**src/sv/cft_pkg.sv**
```systemverilog
`timescale 1ns / 1ps

package cft_pkg;

    // Result kinds
    localparam logic [1:0] KIND_CHAR      = 2'd0;
    localparam logic [1:0] KIND_TOKEN_END = 2'd1;
    localparam logic [1:0] KIND_RESULT    = 2'd2;

    // Frame status
    localparam logic [1:0] ST_OK       = 2'd0;
    localparam logic [1:0] ST_NO_CLOSE = 2'd1;
    localparam logic [1:0] ST_TOO_LONG = 2'd2;

    // Command ids
    localparam logic [1:0] CMD_NONE     = 2'd0;
    localparam logic [1:0] CMD_PRINT    = 2'd1;
    localparam logic [1:0] CMD_SHOWTIME = 2'd2;
    localparam logic [1:0] CMD_HELP     = 2'd3;

    // Actions
    localparam logic [1:0] ACT_NONE   = 2'd0;
    localparam logic [1:0] ACT_RUN    = 2'd1;
    localparam logic [1:0] ACT_REJECT = 2'd2;

    // Delimiters and printable range
    localparam logic [7:0] CH_LBRACK     = 8'h5B;
    localparam logic [7:0] CH_RBRACK     = 8'h5D;
    localparam logic [7:0] CH_SEMI       = 8'h3B;
    localparam logic [7:0] CH_PRINT_LO   = 8'd32;
    localparam logic [7:0] CH_PRINT_HI   = 8'd126;

    // Command name lengths
    localparam logic [7:0] PRINT_LEN    = 8'd5;
    localparam logic [7:0] SHOWTIME_LEN = 8'd8;
    localparam logic [7:0] HELP_LEN     = 8'd4;

    typedef enum logic [1:0] {
        PH_NAME,
        PH_ARGS,
        PH_DONE
    } phase_t;

    typedef enum logic [2:0] {
        EV_NONE,
        EV_SKIP,
        EV_CHAR,
        EV_NAME_END,
        EV_TOKEN_END,
        EV_CLOSE,
        EV_SLOTS_FULL,
        EV_TOO_LONG
    } event_t;

    typedef struct packed {
        logic [1:0] kind;
        logic [1:0] token_index;
        logic [4:0] char_pos;
        logic [6:0] char_value;
        logic [1:0] status;
        logic [2:0] token_count;
        logic [1:0] cmd_id;
        logic [1:0] action;
    } res_t;

    function automatic logic [7:0] print_char(input logic [2:0] i);
        logic [7:0] ch;
        case (i)
            3'd0:    ch = "p";
            3'd1:    ch = "r";
            3'd2:    ch = "i";
            3'd3:    ch = "n";
            3'd4:    ch = "t";
            default: ch = 8'h00;
        endcase
        return ch;
    endfunction

    function automatic logic [7:0] showtime_char(input logic [2:0] i);
        logic [7:0] ch;
        case (i)
            3'd0:    ch = "s";
            3'd1:    ch = "h";
            3'd2:    ch = "o";
            3'd3:    ch = "w";
            3'd4:    ch = "t";
            3'd5:    ch = "i";
            3'd6:    ch = "m";
            3'd7:    ch = "e";
            default: ch = 8'h00;
        endcase
        return ch;
    endfunction

    function automatic logic [7:0] help_char(input logic [2:0] i);
        logic [7:0] ch;
        case (i)
            3'd0:    ch = "h";
            3'd1:    ch = "e";
            3'd2:    ch = "l";
            3'd3:    ch = "p";
            default: ch = 8'h00;
        endcase
        return ch;
    endfunction

    // Bit per candidate: {help, showtime, print} still agrees at this position
    function automatic logic [2:0] name_hits(input logic [7:0] pos, input logic [7:0] c);
        logic [2:0] hits;
        hits[0] = (pos < PRINT_LEN)    && (print_char(pos[2:0]) == c);
        hits[1] = (pos < SHOWTIME_LEN) && (showtime_char(pos[2:0]) == c);
        hits[2] = (pos < HELP_LEN)     && (help_char(pos[2:0]) == c);
        return hits;
    endfunction

    function automatic logic [2:0] name_len_hits(input logic [7:0] len);
        return {len == HELP_LEN, len == SHOWTIME_LEN, len == PRINT_LEN};
    endfunction

    function automatic logic [1:0] match_id(input logic [2:0] m);
        logic [1:0] id;
        if (m[0])
            id = CMD_PRINT;
        else if (m[1])
            id = CMD_SHOWTIME;
        else if (m[2])
            id = CMD_HELP;
        else
            id = CMD_NONE;
        return id;
    endfunction

endpackage

```
**src/sv/cft_in_if.sv**
```systemverilog
`timescale 1ns / 1ps

interface cft_in_if;
    logic       valid;
    logic       ready;
    logic [7:0] data_byte;
    logic       end_of_buffer;

    modport source (output valid, output data_byte, output end_of_buffer, input ready);
    modport sink   (input valid, input data_byte, input end_of_buffer, output ready);
endinterface

```
**src/sv/cft_out_if.sv**
```systemverilog
`timescale 1ns / 1ps

interface cft_out_if;
    logic       valid;
    logic       ready;
    logic [1:0] kind;
    logic [1:0] token_index;
    logic [4:0] char_pos;
    logic [6:0] char_value;
    logic [1:0] status;
    logic [2:0] token_count;
    logic [1:0] cmd_id;
    logic [1:0] action;

    modport source (
        output valid, output kind, output token_index, output char_pos,
        output char_value, output status, output token_count, output cmd_id,
        output action, input ready
    );
    modport sink (
        input valid, input kind, input token_index, input char_pos,
        input char_value, input status, input token_count, input cmd_id,
        input action, output ready
    );
endinterface

```
**src/sv/command_frame_tokenizer.sv**
```systemverilog
`timescale 1ns / 1ps
// Path: an accepted byte waits in the input register; when the parser takes it, its result,
//   if any, is loaded into the result register, which drives results.valid.
// Throughput: one byte per cycle while the result register is empty or ready is high; any
//   byte, with or without a result, waits in the input register while a result is held.
// Reset: rst_n asynchronous active low; clears both stages and parser state.
module command_frame_tokenizer #(
    parameter int MAX_ARGS      = 4,
    parameter int MAX_TOKEN_LEN = 32
) (
    input  logic        clk,
    input  logic        rst_n,
    cft_in_if.sink      bytes,
    cft_out_if.source   results
);
    import cft_pkg::*;

    // Input stage
    logic       s1_valid_reg;
    logic [7:0] s1_byte_reg;
    logic       s1_eob_reg;

    // Result stage
    logic       out_valid_reg, out_valid_next;
    res_t       out_res_reg;

    logic       proc;
    logic       res_valid;
    res_t       res;

    // The parser advances when its result (if any) has a free slot downstream.
    assign proc        = s1_valid_reg && (!out_valid_reg || results.ready);
    assign bytes.ready = !s1_valid_reg || proc;

    cft_parser #(
        .MAX_ARGS      (MAX_ARGS),
        .MAX_TOKEN_LEN (MAX_TOKEN_LEN)
    ) u_parser (
        .clk           (clk),
        .rst_n         (rst_n),
        .en            (proc),
        .data_byte     (s1_byte_reg),
        .end_of_buffer (s1_eob_reg),
        .res_valid     (res_valid),
        .res           (res)
    );

    always_ff @(posedge clk or negedge rst_n)
    begin
        if (!rst_n)
            s1_valid_reg <= 1'b0;
        else if (bytes.ready)
            s1_valid_reg <= bytes.valid;
    end

    // payload needs no reset
    always_ff @(posedge clk)
    begin
        if (bytes.ready && bytes.valid)
        begin
            s1_byte_reg <= bytes.data_byte;
            s1_eob_reg  <= bytes.end_of_buffer;
        end
    end

    always_comb
    begin
        out_valid_next = out_valid_reg;
        if (proc && res_valid)
            out_valid_next = 1'b1;
        else if (results.ready)
            out_valid_next = 1'b0;
    end

    always_ff @(posedge clk or negedge rst_n)
    begin
        if (!rst_n)
            out_valid_reg <= 1'b0;
        else
            out_valid_reg <= out_valid_next;
    end

    always_ff @(posedge clk)
    begin
        if (proc && res_valid)
            out_res_reg <= res;
    end

    assign results.valid       = out_valid_reg;
    assign results.kind        = out_res_reg.kind;
    assign results.token_index = out_res_reg.token_index;
    assign results.char_pos    = out_res_reg.char_pos;
    assign results.char_value  = out_res_reg.char_value;
    assign results.status      = out_res_reg.status;
    assign results.token_count = out_res_reg.token_count;
    assign results.cmd_id      = out_res_reg.cmd_id;
    assign results.action      = out_res_reg.action;

endmodule

```
**src/sv/cft_parser.sv**
```systemverilog
`timescale 1ns / 1ps

module cft_parser #(
    parameter int MAX_ARGS      = 4,
    parameter int MAX_TOKEN_LEN = 32
) (
    input  logic          clk,
    input  logic          rst_n,
    input  logic          en,
    input  logic [7:0]    data_byte,
    input  logic          end_of_buffer,
    output logic          res_valid,
    output cft_pkg::res_t res
);
    import cft_pkg::*;

    localparam int TNW = $clog2(MAX_ARGS);
    localparam int CCW = $clog2(MAX_TOKEN_LEN);
    localparam logic [TNW-1:0] TN_LAST = TNW'(MAX_ARGS - 1);
    localparam logic [CCW-1:0] CC_LAST = CCW'(MAX_TOKEN_LEN - 1);
    localparam logic [2:0]     SLOTS_COUNT = 3'(MAX_ARGS - 1);

    phase_t         phase_reg, phase_next;
    logic           skip_reg, skip_next;
    logic [TNW-1:0] tn_reg, tn_next;
    logic [CCW-1:0] cc_reg, cc_next;
    logic [2:0]     match_reg, match_next;

    event_t         ev;
    logic           printable;
    logic           finished;
    logic           early_end;
    logic [7:0]     cc8;
    logic [31:0]    cc_wide;
    logic [31:0]    tn_wide;
    logic [TNW:0]   tn_plus;

    assign printable = data_byte inside {[CH_PRINT_LO:CH_PRINT_HI]};
    assign cc8       = 8'(cc_reg);
    assign cc_wide   = 32'(cc_reg);
    assign tn_wide   = 32'(tn_reg);
    assign tn_plus   = {1'b0, tn_reg} + {{TNW{1'b0}}, 1'b1};

    // Classify the byte against the current state
    always_comb
    begin
        ev = EV_NONE;
        if (phase_reg == PH_DONE)
            ev = EV_NONE;
        else if (skip_reg)
            ev = EV_SKIP;
        else if (cc_reg >= CC_LAST)
            ev = EV_TOO_LONG;
        else if (phase_reg == PH_NAME)
        begin
            if (!printable)
                ev = EV_NONE;
            else if (data_byte == CH_LBRACK)
                ev = EV_NAME_END;
            else
                ev = EV_CHAR;
        end
        else
        begin
            if (data_byte == CH_RBRACK)
                ev = EV_CLOSE;
            else if (!printable)
                ev = EV_NONE;
            else if (data_byte == CH_SEMI)
                ev = (tn_reg >= TN_LAST) ? EV_SLOTS_FULL : EV_TOKEN_END;
            else
                ev = EV_CHAR;
        end
    end

    assign finished  = (ev == EV_CLOSE) || (ev == EV_SLOTS_FULL) || (ev == EV_TOO_LONG);
    assign early_end = end_of_buffer && !finished && (phase_reg != PH_DONE);

    // Next state
    always_comb
    begin
        phase_next = phase_reg;
        skip_next  = skip_reg;
        tn_next    = tn_reg;
        cc_next    = cc_reg;
        match_next = match_reg;
        case (ev)
            EV_SKIP:
                skip_next = 1'b0;
            EV_CHAR:
            begin
                cc_next = cc_reg + 1'b1;
                if (phase_reg == PH_NAME)
                    match_next = match_reg & name_hits(cc8, data_byte);
            end
            EV_NAME_END:
            begin
                match_next = match_reg & name_len_hits(cc8);
                phase_next = PH_ARGS;
                tn_next    = TNW'(1);
                cc_next    = '0;
                skip_next  = 1'b1;
            end
            EV_TOKEN_END:
            begin
                tn_next = tn_reg + 1'b1;
                cc_next = '0;
            end
            EV_CLOSE, EV_SLOTS_FULL, EV_TOO_LONG:
                phase_next = PH_DONE;
            default:
                phase_next = phase_reg;
        endcase
        // end of buffer always returns to the idle frame state
        if (end_of_buffer)
        begin
            phase_next = PH_NAME;
            skip_next  = 1'b0;
            tn_next    = '0;
            cc_next    = '0;
            match_next = 3'b111;
        end
    end

    // Result
    always_comb
    begin
        res       = '0;
        res_valid = 1'b0;
        if (early_end)
        begin
            res_valid  = 1'b1;
            res.kind   = KIND_RESULT;
            res.status = ST_NO_CLOSE;
            res.action = ACT_REJECT;
        end
        else
        begin
            case (ev)
                EV_CHAR:
                begin
                    res_valid        = 1'b1;
                    res.kind         = KIND_CHAR;
                    res.token_index  = tn_wide[1:0];
                    res.char_pos     = cc_wide[4:0];
                    res.char_value   = data_byte[6:0];
                end
                EV_NAME_END, EV_TOKEN_END:
                begin
                    res_valid        = 1'b1;
                    res.kind         = KIND_TOKEN_END;
                    res.token_index  = tn_wide[1:0];
                    res.char_pos     = cc_wide[4:0];
                end
                EV_CLOSE, EV_SLOTS_FULL:
                begin
                    res_valid        = 1'b1;
                    res.kind         = KIND_RESULT;
                    res.status       = ST_OK;
                    res.token_count  = (ev == EV_CLOSE) ? 3'(32'(tn_plus)) : SLOTS_COUNT;
                    res.cmd_id       = match_id(match_reg);
                    res.action       = (match_id(match_reg) != CMD_NONE) ? ACT_RUN : ACT_NONE;
                end
                EV_TOO_LONG:
                begin
                    res_valid        = 1'b1;
                    res.kind         = KIND_RESULT;
                    res.status       = ST_TOO_LONG;
                    res.action       = ACT_REJECT;
                end
                default:
                    res_valid = 1'b0;
            endcase
        end
        if (!en)
            res_valid = 1'b0;
    end

    always_ff @(posedge clk or negedge rst_n)
    begin
        if (!rst_n)
        begin
            phase_reg <= PH_NAME;
            skip_reg  <= 1'b0;
            tn_reg    <= '0;
            cc_reg    <= '0;
            match_reg <= 3'b111;
        end
        else if (en)
        begin
            phase_reg <= phase_next;
            skip_reg  <= skip_next;
            tn_reg    <= tn_next;
            cc_reg    <= cc_next;
            match_reg <= match_next;
        end
    end

`ifndef SYNTH
    a_skip_in_args: assert property (@(posedge clk) disable iff (!rst_n)
        skip_reg |-> (phase_reg == PH_ARGS))
        else $error("skip pending outside argument phase");

    a_cc_bound: assert property (@(posedge clk) disable iff (!rst_n)
        cc_reg <= CC_LAST)
        else $error("character count past token limit");

    a_name_token_zero: assert property (@(posedge clk) disable iff (!rst_n)
        (phase_reg == PH_NAME) |-> (tn_reg == '0))
        else $error("nonzero token number in name phase");

    a_eob_resets: assert property (@(posedge clk) disable iff (!rst_n)
        (en && end_of_buffer) |=> (phase_reg == PH_NAME) && !skip_reg
                                  && (cc_reg == '0) && (match_reg == 3'b111))
        else $error("end of buffer did not restore frame state");
`endif

endmodule

```
**src/flat_wrapper.sv**
```systemverilog
// flat-port wrapper written by rule: the top's interface ports become plain ports
module command_frame_tokenizer_flat import cft_pkg::*;
#(
    parameter int MAX_ARGS      = 4,
    parameter int MAX_TOKEN_LEN = 32
)
  (clk, rst_n, bytes_valid, bytes_data_byte, bytes_end_of_buffer, bytes_ready, results_valid, results_kind, results_token_index, results_char_pos, results_char_value, results_status, results_token_count, results_cmd_id, results_action, results_ready);
  cft_in_if bytes_i ();
  cft_out_if results_i ();
  input  logic clk;
  input  logic rst_n;
  input wire logic [$bits(bytes_i.valid)-1:0] bytes_valid;
  input wire logic [$bits(bytes_i.data_byte)-1:0] bytes_data_byte;
  input wire logic [$bits(bytes_i.end_of_buffer)-1:0] bytes_end_of_buffer;
  output wire logic [$bits(bytes_i.ready)-1:0] bytes_ready;
  output wire logic [$bits(results_i.valid)-1:0] results_valid;
  output wire logic [$bits(results_i.kind)-1:0] results_kind;
  output wire logic [$bits(results_i.token_index)-1:0] results_token_index;
  output wire logic [$bits(results_i.char_pos)-1:0] results_char_pos;
  output wire logic [$bits(results_i.char_value)-1:0] results_char_value;
  output wire logic [$bits(results_i.status)-1:0] results_status;
  output wire logic [$bits(results_i.token_count)-1:0] results_token_count;
  output wire logic [$bits(results_i.cmd_id)-1:0] results_cmd_id;
  output wire logic [$bits(results_i.action)-1:0] results_action;
  input wire logic [$bits(results_i.ready)-1:0] results_ready;
  assign bytes_i.valid = bytes_valid;
  assign bytes_i.data_byte = bytes_data_byte;
  assign bytes_i.end_of_buffer = bytes_end_of_buffer;
  assign bytes_ready = bytes_i.ready;
  assign results_valid = results_i.valid;
  assign results_kind = results_i.kind;
  assign results_token_index = results_i.token_index;
  assign results_char_pos = results_i.char_pos;
  assign results_char_value = results_i.char_value;
  assign results_status = results_i.status;
  assign results_token_count = results_i.token_count;
  assign results_cmd_id = results_i.cmd_id;
  assign results_action = results_i.action;
  assign results_i.ready = results_ready;
  command_frame_tokenizer #(.MAX_ARGS(MAX_ARGS), .MAX_TOKEN_LEN(MAX_TOKEN_LEN)) u_core (.clk(clk), .rst_n(rst_n), .bytes(bytes_i), .results(results_i));
endmodule
```
**config.mk**
```make
export PLATFORM = sky130hd
export DESIGN_NAME = command_frame_tokenizer_flat
export DESIGN_NICKNAME = d
export VERILOG_FILES = /design/src/sv/cft_pkg.sv /design/src/sv/cft_in_if.sv /design/src/sv/cft_out_if.sv /design/src/sv/command_frame_tokenizer.sv /design/src/sv/cft_parser.sv /design/src/flat_wrapper.sv
export SDC_FILE = /design/constraint.sdc
export NUM_CORES = 1
export LEC_CHECK = 0
export BUFFER_PORTS_ARGS = -buffer_cell sky130_fd_sc_hd__buf_2
export CORE_ASPECT_RATIO = 1.1
export CORE_MARGIN = 5
export CORE_UTILIZATION = 42
export CTS_CLUSTER_SIZE = 16
export DETAILED_ROUTE_END_ITERATION = 6
export HOLD_SLACK_MARGIN = 0.05
export PLACE_DENSITY = 0.73
export SLEW_MARGIN = 40
export SYNTH_ARGS = -nofsm -noshare
export SYNTH_HDL_FRONTEND = slang
export SYNTH_SLANG_ARGS = --single-unit
```
**constraint.sdc**
```tcl
create_clock -name clk -period 5.35 [get_ports clk]
set_input_delay 0.2675 -clock clk [delete_from_list [all_inputs] [get_ports clk]]
set_output_delay 0.2675 -clock clk [all_outputs]
set_load 0.02 [all_outputs]
```
==> results of run 1 <==
==> logic make-up after synthesis <==
group                      after synthesis  share of synthesized area
AOI/OAI and AO/OA                       63                      0.181
xor gates and xnor gates                 6                     0.0178
adders and majority gates                7                     0.0296
buffers and inverters                   24                     0.0385
DFF                                     49                      0.473
muxes                                    2                    0.00676
and+or+nand+nor                        116                      0.254
==> per-layer routing <==
layer	vias up	wire length [um]
li1	1091	-
met1	1047	2760
met4	0	204
met2	99	3250
met5	-	0
met3	15	505
==> cells in the mapped netlist, types with 3 or more instances <==
cell type  instances  area [sq um]
nor3_1            12          60.1
buf_4              3          22.5
nor4_1             6          37.5
nor3b_2            6          75.1
dfstp_2            3          78.8
inv_1             12          45.0
edfxtp_1          34          1020
nor2_1            22          82.6
buf_2              3          15.0
nand3_1            4          20.0
a211oi_2           3          37.5
ha_1               7          87.6
o31ai_1            3          22.5
nand2_1           10          37.5
dfrtp_1           12           300
xnor2_1            3          26.3
and2_1            10          62.6
a41oi_1            3          26.3
a21oi_1            7          35.0
o32ai_1            3          26.3
a31oi_1            4          25.0
nor2b_1            5          31.3
o21ai_0            4          20.0
clkbuf_1           4          15.0
xor2_1             3          26.3
o22a_1             3          26.3
o41ai_1            3          26.3
nand2b_1          10          62.6
or2_2              3          18.8
==> final cells by class <==
cell class	count	area, sq um	share of cell area
Multi-Input combinational cell	194	1460	0.442
Timing Repair Buffer	40	205	0.0621
Tap cell	85	106	0.0322
Clock buffer	6	72.6	0.0219
Inverter	12	45.0	0.0136
Clock inverter	2	15.0	0.00454
Sequential cell	49	1400	0.423
==> worst min-delay path by stage <==
stage | end | slack (ns) | start | depth (start not counted)
finish | u_core.s1_byte_reg[7] | 0.14 | bytes_data_byte[7] | 1
global route | u_core.s1_byte_reg[7] | 0.13 | bytes_data_byte[7] | 1
CTS | u_core.s1_byte_reg[7] | 0.13 | bytes_data_byte[7] | 1
detailed placement | u_core.u_parser.tn_reg[1] | 0.21 | rst_n | 1
global placement | u_core.u_parser.tn_reg[1] | 0.21 | rst_n | 1
floorplan | u_core.results.valid | -0.03 | rst_n | 0
==> what timing repair did <==
item                       CTS  global route
hold endpoints to repair    12             0
hold buffers                 1             0
setup endpoints to repair    0             0
==> metrics by stage <==
| stage | setup slack [ns] | instances | util |
|---|---|---|---|
| after floorplan | 2.13 | 267 | - |
| after global placement | 2.31 | 379 | 0.461 |
| after detailed placement | 2.50 | 379 | 0.462 |
| after CTS | 2.47 | 388 | 0.476 |
| after global routing | 2.24 | 388 | 0.477 |
| final | 2.44 | 388 | 0.477 |
==> power breakdown <==
part           switching [mW]  internal [mW]  leakage, nW
clock network           0.124         0.0923       0.0374
logic                   0.178          0.117        0.685
registers              0.0492          0.460        0.520
==> metrics.md, run 1 <==
| Metric | Value |
|---|---|
| Cell Area, Synth | `2960 sq um` |
| Row count | `32` |
| DR vias/cell | `5.80` |
| Post-CTS setup buffer count | `0` |
| Crit path max-delay family | `simple AND/OR/NAND/NOR gates` |
| Worst skew pair latency | `0.30 ns` |
| Top Usage Layer GRT | `met2` |
| Die Wd | `90.0 um` |
| Slowest cell on the critical path | `dfrtp_1` |
| Antenna cells | `0` |
| Cts repair resizes | `0` |
| Synth cell types | `74` |
| Period minus WS final | `2.91 ns` |
| Synth Instances | `267` |
| Share of cells above drive strength 1 | `0.274` |
| Antenna viol nets, final | `0` |
| Reg2reg end | `u_core.results.kind[0]` |
| Status | `completed` |
| Final period utilization | `0.545` |
| Fill cells | `641` |
| Detailed Route Iter0 Violations | `229` |
| Nets | `322` |
| Ys flop type | `edfxtp_1` |
| H-tree levels | `2` |
| Clock slew at reported path FFs | `0.09 ns` |
| Launching point of the worst reg2reg path | `u_core.u_parser.cc_reg[2]` |
| Crit. path cell count | `7` |
| Worst Setup Start Kind | `flop` |
| Crit-path max FO | `25` |
| Async S/R FF share, synth | `0.306` |
| Commonest non-fill, non-tap cell in the layout | `buf_2` |
| Final TNS setup | `0 ns` |
| Final hold vios | `0` |
| Clock Skew | `0.0104 ns` |
| Syn. warnings | `0` |
| Slew HR | `0.546` |
| Critical path class | `reg2reg` |
| Area grow syn2layout | `11.7%` |
| Syn Nets | `287` |
| Die area | `8830 sq um` |
| Reported max-cap violation count | `0` |
| I/O Buffers | `39` |
| Largest register FFs | `8` |
| I/O pin count | `40` |
| Path type of the worst min-delay path | `in2reg` |
| Vias in the first global route | `2269` |
| Detailed Routing Iterations Pass 1 | `5` |
| Placer Congestion | `0.931` |
| Worst setup path start | `u_core.u_parser.cc_reg[2]` |
| Maximum root-to-sink buffer count | `2` |
| Worst r2r path cells | `7` |
| Syn avg cell area | `11.1 sq um` |
| Placed cell areas | `3200 sq um` |
| Lkg Pwr | `1.24 nW` |
| Buffers & Inverters on Critical Path | `0` |
| Post-synth EDFFs | `34` |
| R2R Setup Slk | `2.44 ns` |
| Cell area after layout | `3310 sq um` |
| Hold WS | `0.138 ns` |
| Drt total wl | `6720 um` |
| Max-slew violations | `0` |
| CTS Sinks | `49` |
| Met3 Use GR | `0.0378` |
| DRC errors left | `0` |
| Worst slew pin tran | `0.679 ns` |
| Crit path DAT | `2.85 ns` |
| Final setup violation count | `0` |
| HPWL after detailed placement | `5160 um` |
| Max Fclk | `343 MHz` |
| CTS tree | `done` |
| Seq/Total Area, Yosys | `0.473` |
| Worst EP required | `5.29 ns` |
| Initial Utilization | `0.427` |
| PwrDens | `309 nW/um^2` |
| Drt wl/cell | `17.3 um` |
| Global route overflow | `0` |
| First-pass GRT wire length | `11500 um` |
| GR Util met1 | `0.206` |
| Clock Tree Root | `clkbuf_8` |
| Number of synthesized register bits | `49` |
| DIE HEIGHT | `98.1 um` |
| Via count | `2252` |
| RSZ-0062 raised after global routing | `false` |
| Core Box Area | `6930 sq um` |
| Initial antenna violation count | `0` |
| CP peak stage delay | `0.78 ns` |
| CP Cell Sequence | `and3_1 > ha_1 > nor2_1 > o211a_1 > a31oi_1 > a2bb2oi_1 > nor2_4` |
| Peak VDD IR | `118 uV` |
| Leading cell types in the layout, fill and taps excluded | `buf_2, edfxtp_1, nor2_1` |
| Total CTS buffers | `5` |
| Total GRT Usage | `0.160` |
| Pin count of the biggest net entering global routing | `26` |
| CP endpoint | `u_core.results.kind[0]` |
| Pwr Total | `1.02 mW` |
| Met2 usage | `0.258` |
| Worst setup EP type | `flop` |
(Power assumes the default switching activity.)
==> run 2, diff against run 1 <==
Settings changed: PLACE_DENSITY 0.73 to 0.76.
Clock period 5.35 ns to 2.45 ns, I/O delays scaled along.
==> run 2 against run 1 <==
Effect of this change: die area stayed put; final cell count is 9.3% higher; via count grew 6.6%; non-clock buffer count is 35 higher; global-route usage rose by 0.88 points; maximum frequency is 26% higher; clock skew decreased by 0.0036 ns; critical path depth rose by 3; clock power rose to 2.8 times the previous value; first-iteration DRC count increased by 20%.
==> metrics.md, run 2 (synthesis results as in run 1) <==
| Metric | Value |
|---|---|
| Hold EP | `u_core.s1_valid_reg` |
| HPWL after detailed placement | `5340 um (+3.5%)` |
| First-pass GRT wire length | `12200 um (+6.0%)` |
| Slew HR | `0.561 (+0.0144)` |
| PwrDens | `673 nW/um^2 (+120%)` |
| Peak VDD IR | `258 uV (+120%)` |
| Via count | `2401 (+6.6%)` |
| Max Fclk | `433 MHz (+26%)` |
| DIE HEIGHT | `98.1 um (unchanged)` |
| Launching point of the worst reg2reg path | `u_core.u_parser.cc_reg[0]` |
| Drt wl/cell | `16.9 um (-2.3%)` |
| RSZ-0062 raised after global routing | `true` |
| Status | `completed` |
| Worst r2r path cells | `10 (+3)` |
| Pwr Total | `2.45 mW (+140%)` |
| Worst setup path start | `u_core.u_parser.cc_reg[0]` |
| Final period utilization | `0.942 (+0.397)` |
| Core Box Area | `6930 sq um (unchanged)` |
| Worst EP required | `2.59 ns (-2.70 ns)` |
| Crit-path max FO | `7 (-72%)` |
| CP Cell Sequence | `ha_1 > and3_1 > ha_1 > nor2_1 > o211a_1 > a31oi_1 > buf_4 > a21boi_2 > buf_4 > nor3b_2` |
| DRC errors left | `0 (unchanged)` |
| Period minus WS final | `2.31 ns (-0.605 ns)` |
| Detailed Route Iter0 Violations | `275 (+20%)` |
| Worst skew pair latency | `0.31 ns (about the same)` |
| I/O Buffers | `39 (unchanged)` |
| Maximum root-to-sink buffer count | `2 (unchanged)` |
| Slowest cell on the critical path | `dfrtp_1` |
| Global route overflow | `0 (unchanged)` |
| Nets | `358 (+11%)` |
| Die Wd | `90.0 um (unchanged)` |
| CTS tree | `done` |
| Worst Setup Start Kind | `flop` |
| CTS Sinks | `49 (unchanged)` |
| Placed cell areas | `3390 sq um (+5.9%)` |
| Pin count of the biggest net entering global routing | `26 (unchanged)` |
| Drt total wl | `7170 um (+6.7%)` |
| Share of cells above drive strength 1 | `0.330 (+0.0565)` |
| Antenna cells | `0 (unchanged)` |
| Clock Tree Root | `clkbuf_8` |
| Commonest non-fill, non-tap cell in the layout | `buf_2` |
| Max-slew violations | `0 (unchanged)` |
| I/O pin count | `40 (unchanged)` |
| Antenna viol nets, final | `0 (unchanged)` |
| CP peak stage delay | `0.39 ns (-0.39 ns)` |
| Critical path class | `reg2reg` |
| Total CTS buffers | `5 (unchanged)` |
| Row count | `32 (unchanged)` |
| Clock slew at reported path FFs | `0.09 ns (about the same)` |
| Total GRT Usage | `0.169 (+0.00878)` |
| Placer Congestion | `0.962 (+3.3%)` |
| Crit path max-delay family | `simple AND/OR/NAND/NOR gates` |
| Largest register FFs | `8 (unchanged)` |
| Reg2reg end | `u_core.results.char_value[3]` |
| Initial antenna violation count | `0 (unchanged)` |
| Final hold vios | `0 (unchanged)` |
| Die area | `8830 sq um (unchanged)` |
| H-tree levels | `2 (unchanged)` |
| Leading cell types in the layout, fill and taps excluded | `buf_2, edfxtp_1, buf_4` |
| Worst slew pin tran | `0.657 ns (-0.0225 ns)` |
| Initial Utilization | `0.427 (unchanged)` |
| DR vias/cell | `5.66 (-2.4%)` |
| Vias in the first global route | `2472 (+8.9%)` |
| Clock Skew | `0.00675 ns (-0.00364 ns)` |
| Crit path DAT | `2.45 ns (-0.40 ns)` |
| Hold Crit Start | `results_ready` |
| Final setup violation count | `0 (unchanged)` |
| R2R Setup Slk | `0.14 ns (-2.29 ns)` |
| Hold Path Depth | `4 (+3)` |
| Cell area after layout | `3640 sq um (+10%)` |
| Worst setup EP type | `flop` |
| Lkg Pwr | `1.44 nW (+16%)` |
| Path type of the worst min-delay path | `in2reg` |
| Buffers & Inverters on Critical Path | `2 (+2)` |
| Reported max-cap violation count | `0 (unchanged)` |
| Detailed Routing Iterations Pass 1 | `4 (-1)` |
| Area grow syn2layout | `22.9%` |
run 2: changes by cell type in the layout (fill, tap and decap cells not counted), sizes merged:
| cell | delta |
|---|---|
| buf | +25 |
| dlygate4sd3 | +10 |
| bufinv | +1 |
| clkinvlp | -1 |
| nor2 | +1 |
run 2: per-stage QoR:
stage	setup slack [ns]	hold WS, ns	TNS, ns	std cells	utilization
floorplan	0.0000653	-0.173	0	267	-
global placement	0.153	0.0533	0	404	0.489
detailed placement	0.0246	0.0550	0	404	0.489
CTS	0.0257	0.121	0	423	0.522
global route	-0.0383	0.170	-0.0848	424	0.525
finish	0.142	0.120	0	424	0.525
run 2: timing repair:
item	CTS	global route
setup buffers	0	0
hold endpoints to repair	25	0
endpoints found under the setup margin	0	26
hold buffers	11	0
resized for setup	0	3
run 2: how the worst max path moves through the flow:
stage,to,slack [ns],cells after the start
floorplan,u_core.results.action[0],0.00007,9
global placement,u_core.results.char_value[4],0.15,8
detailed placement,u_core.results.char_value[5],0.02,8
CTS,u_core.results.char_value[4],0.03,8
global route,u_core.results.char_value[3],-0.04,10
finish,u_core.results.char_value[3],0.14,10
run 2: worst reg2reg max path, delay by kind of cell, from the launching register on:
family,cells,cell delay [ns]
simple gates,3,0.50
compound gates,3,0.50
buf+inv,2,0.34
fa+ha+maj,2,0.41
flops,1,0.39
run 2: per-layer routing:
| metal | vias up | part of all wire | global-route usage |
|---|---|---|---|
| li1 | 1164 | - | - |
| met1 | 1137 | 0.40 | 0.208 |
| met2 | 91 | 0.52 | 0.297 |
| met3 | 9 | 0.060 | 0.0223 |
| met4 | 0 | 0.020 | 0.0676 |
| met5 | - | 0 | 0 |
run 2: power by group:
part	total (mW)	leakage, nW	switching [mW]	internal, mW
logic	0.775	0.858	0.456	0.319
clock network	0.605	0.0574	0.273	0.332
registers	1.07	0.520	0.0636	1.01
run 2: area by class of cell:
| cell class | count | area [sq um] |
|---|---|---|
| Timing Repair Buffer | 75 | 493 |
| Fill cell | 619 | 3290 |
| Clock inverter | 2 | 37.5 |
| Multi-Input combinational cell | 195 | 1470 |
| Sequential cell | 49 | 1400 |
| Tap cell | 85 | 106 |
| Inverter | 12 | 45.0 |
| Clock buffer | 6 | 82.6 |
